$ cat src/rtl/psou_pkg.sv
// Shared types, field widths and register codes of the particle update unit.
package psou_pkg;

	localparam int PARTICLE_W      = 6;
	localparam int DIMENSION_W     = 5;
	localparam int PARTICLE_SLOTS  = 2 ** PARTICLE_W;
	localparam int DIMENSION_SLOTS = 2 ** DIMENSION_W;
	localparam int CFG_IDX_W       = 3;
	localparam int CFG_DATA_W      = 18;

	localparam logic [16:0] Q_ONE = 17'd65536;

	typedef enum logic [CFG_IDX_W-1:0] {
		REG_INERTIA_MIN    = 3'd0,
		REG_INERTIA_MAX    = 3'd1,
		REG_COGNITIVE_GAIN = 3'd2,
		REG_SOCIAL_GAIN    = 3'd3,
		REG_CONSTRICTION   = 3'd4
	} cfg_reg_t;

	typedef enum logic {
		KIND_INIT = 1'b0,
		KIND_MOVE = 1'b1
	} kind_t;

	typedef struct packed {
		kind_t                    kind;
		logic [PARTICLE_W-1:0]    particle;
		logic [DIMENSION_W-1:0]   dimension;
		logic signed [31:0]       personal_best;
		logic signed [31:0]       global_best;
		logic signed [31:0]       start_velocity;
		logic [30:0]              speed_limit;
		logic [16:0]              progress;
	} item_t;

	typedef struct packed {
		logic [PARTICLE_W-1:0]    out_particle;
		logic [DIMENSION_W-1:0]   out_dimension;
		logic signed [31:0]       new_position;
		logic signed [31:0]       new_velocity;
		logic                     was_clamped;
	} result_t;

	typedef struct packed {
		logic [16:0] inertia_min;
		logic [16:0] inertia_max;
		logic [17:0] cognitive_gain;
		logic [17:0] social_gain;
		logic [16:0] constriction;
	} cfg_t;

	typedef struct packed {
		kind_t                  kind;
		logic [PARTICLE_W-1:0]  particle;
		logic [DIMENSION_W-1:0] dimension;
	} tag_t;

	localparam cfg_t CFG_RESET = '{
		inertia_min:    17'd26214,
		inertia_max:    17'd58982,
		cognitive_gain: 18'd183501,
		social_gain:    18'd85197,
		constriction:   17'd47831
	};

endpackage

$ cat src/rtl/psou_cfg_regs.sv
// Configuration register file: inertia bounds, gains and constriction factor.
module psou_cfg_regs (
	input  logic                                clk,
	input  logic                                arst_n,
	input  logic                                cfg_we,
	input  logic [psou_pkg::CFG_IDX_W-1:0]      cfg_idx,
	input  logic [psou_pkg::CFG_DATA_W-1:0]     cfg_wdata,
	output psou_pkg::cfg_t                      cfg
);
	import psou_pkg::*;

	cfg_t cfg_q;

	always_ff @(posedge clk or negedge arst_n) begin
		if (!arst_n) begin
			cfg_q <= CFG_RESET;
		end else if (cfg_we) begin
			unique case (cfg_reg_t'(cfg_idx))
				REG_INERTIA_MIN:    cfg_q.inertia_min    <= cfg_wdata[16:0];
				REG_INERTIA_MAX:    cfg_q.inertia_max    <= cfg_wdata[16:0];
				REG_COGNITIVE_GAIN: cfg_q.cognitive_gain <= cfg_wdata[17:0];
				REG_SOCIAL_GAIN:    cfg_q.social_gain    <= cfg_wdata[17:0];
				REG_CONSTRICTION:   cfg_q.constriction   <= cfg_wdata[16:0];
				default: ;
			endcase
		end
	end

	assign cfg = cfg_q;

endmodule

$ cat config.mk
export PLATFORM = sky130hd
export DESIGN_NAME = psou_cfg_regs
export DESIGN_NICKNAME = d
export VERILOG_FILES = /design/src/rtl/psou_pkg.sv /design/src/rtl/psou_cfg_regs.sv
export SDC_FILE = /design/constraint.sdc
export NUM_CORES = 1
export LEC_CHECK = 0
export ABC_AREA = 0
export BUFFER_PORTS_ARGS = -buffer_cell sky130_fd_sc_hd__buf_2
export CAP_MARGIN = 20
export CELL_PAD_IN_SITES_DETAIL_PLACEMENT = 2
export CELL_PAD_IN_SITES_GLOBAL_PLACEMENT = 2
export CORE_MARGIN = 4
export CORE_UTILIZATION = 34
export DETAILED_ROUTE_END_ITERATION = 6
export PLACE_DENSITY_LB_ADDON = 0.1
export SYNTH_ARGS = -nofsm -noshare
export SYNTH_HDL_FRONTEND = slang
export SYNTH_SLANG_ARGS = --single-unit
$ cat constraint.sdc
create_clock -name clk -period 0.95 [get_ports clk]
set_clock_uncertainty 0.15 [all_clocks]
set_input_delay 0.095 -clock clk [delete_from_list [all_inputs] [get_ports clk]]
set_output_delay 0.095 -clock clk [all_outputs]
set_load 0.05 [all_outputs]
==> results of run 1 <==
through the flow:
| stage | hold slack [ns] | area, sq um |
|---|---|---|
| 2_1_floorplan | -0.351 | 3690 |
| 3_3_place_gp | -0.194 | 4560 |
| 3_5_place_dp | -0.190 | 4560 |
| 4_1_cts | -0.106 | 6200 |
logic make-up after synthesis:
logic type             synth area share
buffers and inverters            0.0248
and+or+nand+nor                  0.0226
DFF                               0.662
muxes                             0.291
repair_timing:
action / 4_1_cts
cloned: 6
hold endpoints to repair: 174
setup buffers: 35
setup endpoints to repair: 151
pin swaps: 4
resized for setup: 275
hold buffers: 12
==> results.py, run 1 <==
metrics = {
    "status": {
        "outcome": "aborted with a tool error",
        "haltStage": "5_1_grt",
        "error": "[ERROR DPL-0033] detailed placement checks failed during check placement.",
    },
    "synthesis": {
        "synth_cell_types": 9,
        "ys_async_sr_fraction": 1.00,
        "syn-cell-area_sq_um": 3380,
        "synthTopCellsByCount": "mux2_2 (86), dfstp_2 (47), dfrtp_1 (40)",
        "synth_cells": 187,
        "avgSynthCellArea_sq_um": 18.1,
        "ys_seq_elements": 87,
        "synth_top_cell_area_share": 0.365,
        "synth_ff_type": "dfstp_2",
        "synth_top_area_cell": "dfstp_2",
        "yosys_warnings": 0,
        "synthTopCellsByArea": "dfstp_2 (37%), dfrtp_1 (30%), mux2_2 (29%), buf_6 (2.3%), and4bb_2 (1.1%)",
        "ys_seq_area_frac": 0.662,
        "synth_nets": 211,
        "synth-edff-count": 0,
        "yosysMostFrequentCell": "mux2_2",
    },
    "place": {
        "gp_congestion": 0.708,
        "dp_cells": 441,
        "post-dp-hpwl_um": 6710,
        "place_ws_ns": -0.456,
        "io_buffers": 110,
    },
    "clock_tree": {
        "cts_sinks": 87,
        "cts_buffers": 9,
        "clock-root-buffer": "clkbuf_8",
        "ctsHtreeMaxLevel": 3,
        "cts_buffer_depth": 2,
    },
    "grt": {
        "antenna_found_initial": 1,
        "grt_max_degree": 31,
    },
    "timing": {
        "crit_endpoint": "cfg[84]",
        "endpoint_type": "top-level output",
    },
    "floorplanning": {
        "die_w_um": 108,
        "dieHeight_um": 108,
        "rows": 36,
        "pin_count": 111,
        "start_util": 0.347,
    },
}
==> run 2: changes to the inputs <==
Settings changed: CELL_PAD_IN_SITES_DETAIL_PLACEMENT 2 to default, CELL_PAD_IN_SITES_GLOBAL_PLACEMENT 2 to default, CORE_UTILIZATION 34 to 25, PLACE_DENSITY_LB_ADDON 0.1 to 0.15.
==> results.py, run 2 <==
metrics = {
    "synthesis": {
        "synthTopCellsByCount": "mux2_2 (86), dfstp_2 (47), dfrtp_1 (40)",
        "post_synth_fa_ha_maj_area_fraction": 0,
        "synth_cell_types": 9,
        "synthMuxAreaShare": 0.291,
        "synth_compound_area_frac": 0,
        "ys_seq_area_frac": 0.662,
        "synth_top_area_cell": "dfstp_2",
        "syn-cell-area_sq_um": 3380,
        "synth_top_cell_area_share": 0.365,
        "synth_cells": 187,
        "synth-edff-count": 0,
        "ys_async_sr_fraction": 1.00,
        "avgSynthCellArea_sq_um": 18.1,
        "synth_xor_area_frac": 0,
        "yosysMostFrequentCell": "mux2_2",
        "synth_ff_type": "dfstp_2",
        "ys_seq_elements": 87,
        "synth_nets": 211,
        "synthSimpleGateAreaFrac": 0.0226,
        "yosys_warnings": 0,
        "synth_top_family_by_area": "multiplexers",
        "synthTopCellsByArea": "dfstp_2 (37%), dfrtp_1 (30%), mux2_2 (29%), buf_6 (2.3%), and4bb_2 (1.1%)",
    },
    "floorplanning": {
        "pin_count": 111,
        "rows": 42,
        "dieHeight_um": 124,
        "start_util": 0.255,
        "die_w_um": 124,
        "core_sq_um": 13200,
        "die_area_sq_um": 15400,
    },
    "finish": {
        "largest_reg_flops": 87,
        "n_fill_cell": 1152,
        "fin_cells": 546,
        "layout_common_cells": "mux2_4 (86), buf_6 (56), buf_8 (51)",
        "final_area_sq_um": 6280,
        "fin_nets": 389,
        "diodes": 0,
        "fin_util": 0.474,
        "final_common_cell": "mux2_4",
        "seq_area_sq_um": 2260,
        "multi_input_area_sq_um": 1400,
        "drive_gt1_frac": 0.908,
        "syn2layout_area_growth_pct": 85.8,
    },
    "timing": {
        "timing.final.ws_setup_ns": -0.348,
        "hold_viol": 35,
        "hold_slack_ns": -0.0890,
        "rsz0062_at_grt": "yes",
        "setup_violations": 174,
        "worst_pin_slew_ns": 0.206,
        "setup-tns-final_ns": -30.24,
        "final-max-slew-violation-count": 0,
        "period_share": 1.37,
        "relSlewSlack": 0.862,
        "min_period_ns": 1.30,
        "clock.fmax_mhz": 770,
    },
    "clock_tree": {
        "clk_latency_ns": 0.34,
        "cts_tree": "done",
        "cts_buffer_depth": 2,
        "cts_buffers": 9,
        "cts_sinks": 87,
        "clock-root-buffer": "clkbuf_16",
        "cts_hold_buf": 12,
        "ctsHtreeMaxLevel": 3,
        "cts.clk_slew.worst_paths_ns": 0.07,
    },
    "worst_setup_path": {
        "cp_slowest_cell": "dfstp_2",
        "path_class": "flop to output pin",
        "start_kind": "flop",
        "crit_path_cell_trace": "buf_8",
        "worstPathArrival_ns": 1.05,
        "crit_required_ns": 0.70,
        "r2r_start": "cfg[3]$_DFFE_PN0P_",
        "cp_max_fo": 2,
        "cp_num_buf_inv": 1,
        "crit_start": "cfg[49]$_DFFE_PN1P_",
        "max_stage_delay_ns": 0.56,
        "crit_family": "flip-flops",
        "critPathCaptureType": "output pin",
    },
    "routing": {
        "drc": 0,
        "num_vias": 2255,
        "dr.first_iter.drc_count": 51,
        "routed_wirelength_um": 9690,
        "drt_first_pass_iters": 4,
        "wire_per_inst_um": 17.7,
        "final_antenna_net_count": 0,
        "viasPerCell": 4.13,
    },
    "power_and_ir_drop": {
        "powerDensity_nw_per_um2": 2650,
        "power_mw": 16.6,
        "peakVddDrop_v": 0.00194,
        "power.leakage_nw": 2.87,
    },
    "grt": {
        "grt_pass1_vias": 2595,
        "track_usage": 0.128,
        "grt_pass1_wl_um": 15300,
        "antenna_found_initial": 0,
        "grt-ovfl-total": 0,
        "grt_max_degree": 32,
    },
    "place": {
        "dp_cells": 483,
        "post-dp-hpwl_um": 6110,
        "dpl-instance-area_sq_um": 4650,
        "place_ws_ns": -0.467,
        "io_buffers": 110,
        "gp_congestion": 0.674,
    },
    "status": {
        "outcome": "complete, but fails checks",
        "violations": "negative hold slack, negative setup slack",
    },
    "worst_hold_path": {
        "worstHoldStart": "cfg_wdata[9]",
        "hp-class": "input pin to flop",
    },
    "run": {
        "cap_violations": 0,
    },
}
-- run 2: final timing paths --
path | end | slack, ns | depth (start not counted)
hold reg to reg | cfg[18]$_DFFE_PN0P_ | 0.38 | 1
hold / removal | cfg[9]$_DFFE_PN1P_ | -0.09 | 2
setup / recovery | cfg[49] | -0.35 | 1
max in group asynchronous | cfg[2]$_DFFE_PN1P_ | 0.25 | 3
min in group asynchronous | cfg[47]$_DFFE_PN0P_ | 0.14 | 3
setup reg to reg | cfg[3]$_DFFE_PN0P_ | -0.10 | 2
-- run 2: area by class of cell --
cell class,count,share of cell area
Clock inverter,6,0.00976
Timing Repair Buffer,175,0.336
Clock buffer,10,0.0365
Tap cell,176,0.0351
Multi-Input combinational cell,92,0.223
Sequential cell,87,0.360
-- run 2: worst register-to-register path: cells and delay by family, from the launching register on --
kind | cells | cell delay (ns)
mux | 1 | 0.25
buf+inv | 1 | 0.12
flops | 1 | 0.42
-- run 2: metal layers --
metal  vias to the layer above  global-route usage  part of all wire
met5                         -                   0                 0
met4                         0              0.0445             0.015
met3                        11              0.0519             0.067
met2                        81               0.198              0.48
met1                      1147               0.161              0.44
li1                       1016                   -                 -
-- run 2: cells by family after synthesis --
logic type | after synthesis
AND/OR/NAND/NOR | 5
buffers and inverters | 8
multiplexers | 87
flip-flops | 87
-- run 2: power breakdown --
part | leakage (nW) | switching, mW | internal (mW)
Combinational | 1.78 | 3.91 | 3.58
Sequential | 0.953 | 0.760 | 4.91
Clock | 0.142 | 1.46 | 2.03
-- run 2: repair_timing --
| action | 4_1_cts | 5_1_grt |
|---|---|---|
| gates resized for setup | 262 | 11 |
| setup buffers | 25 | 7 |
| cloned | 3 | 1 |
| setup endpoints to repair | 138 | 174 |
| pin swaps | 1 | 1 |
| hold endpoints to repair | 174 | 35 |
Power figures use the tool's default switching activity.
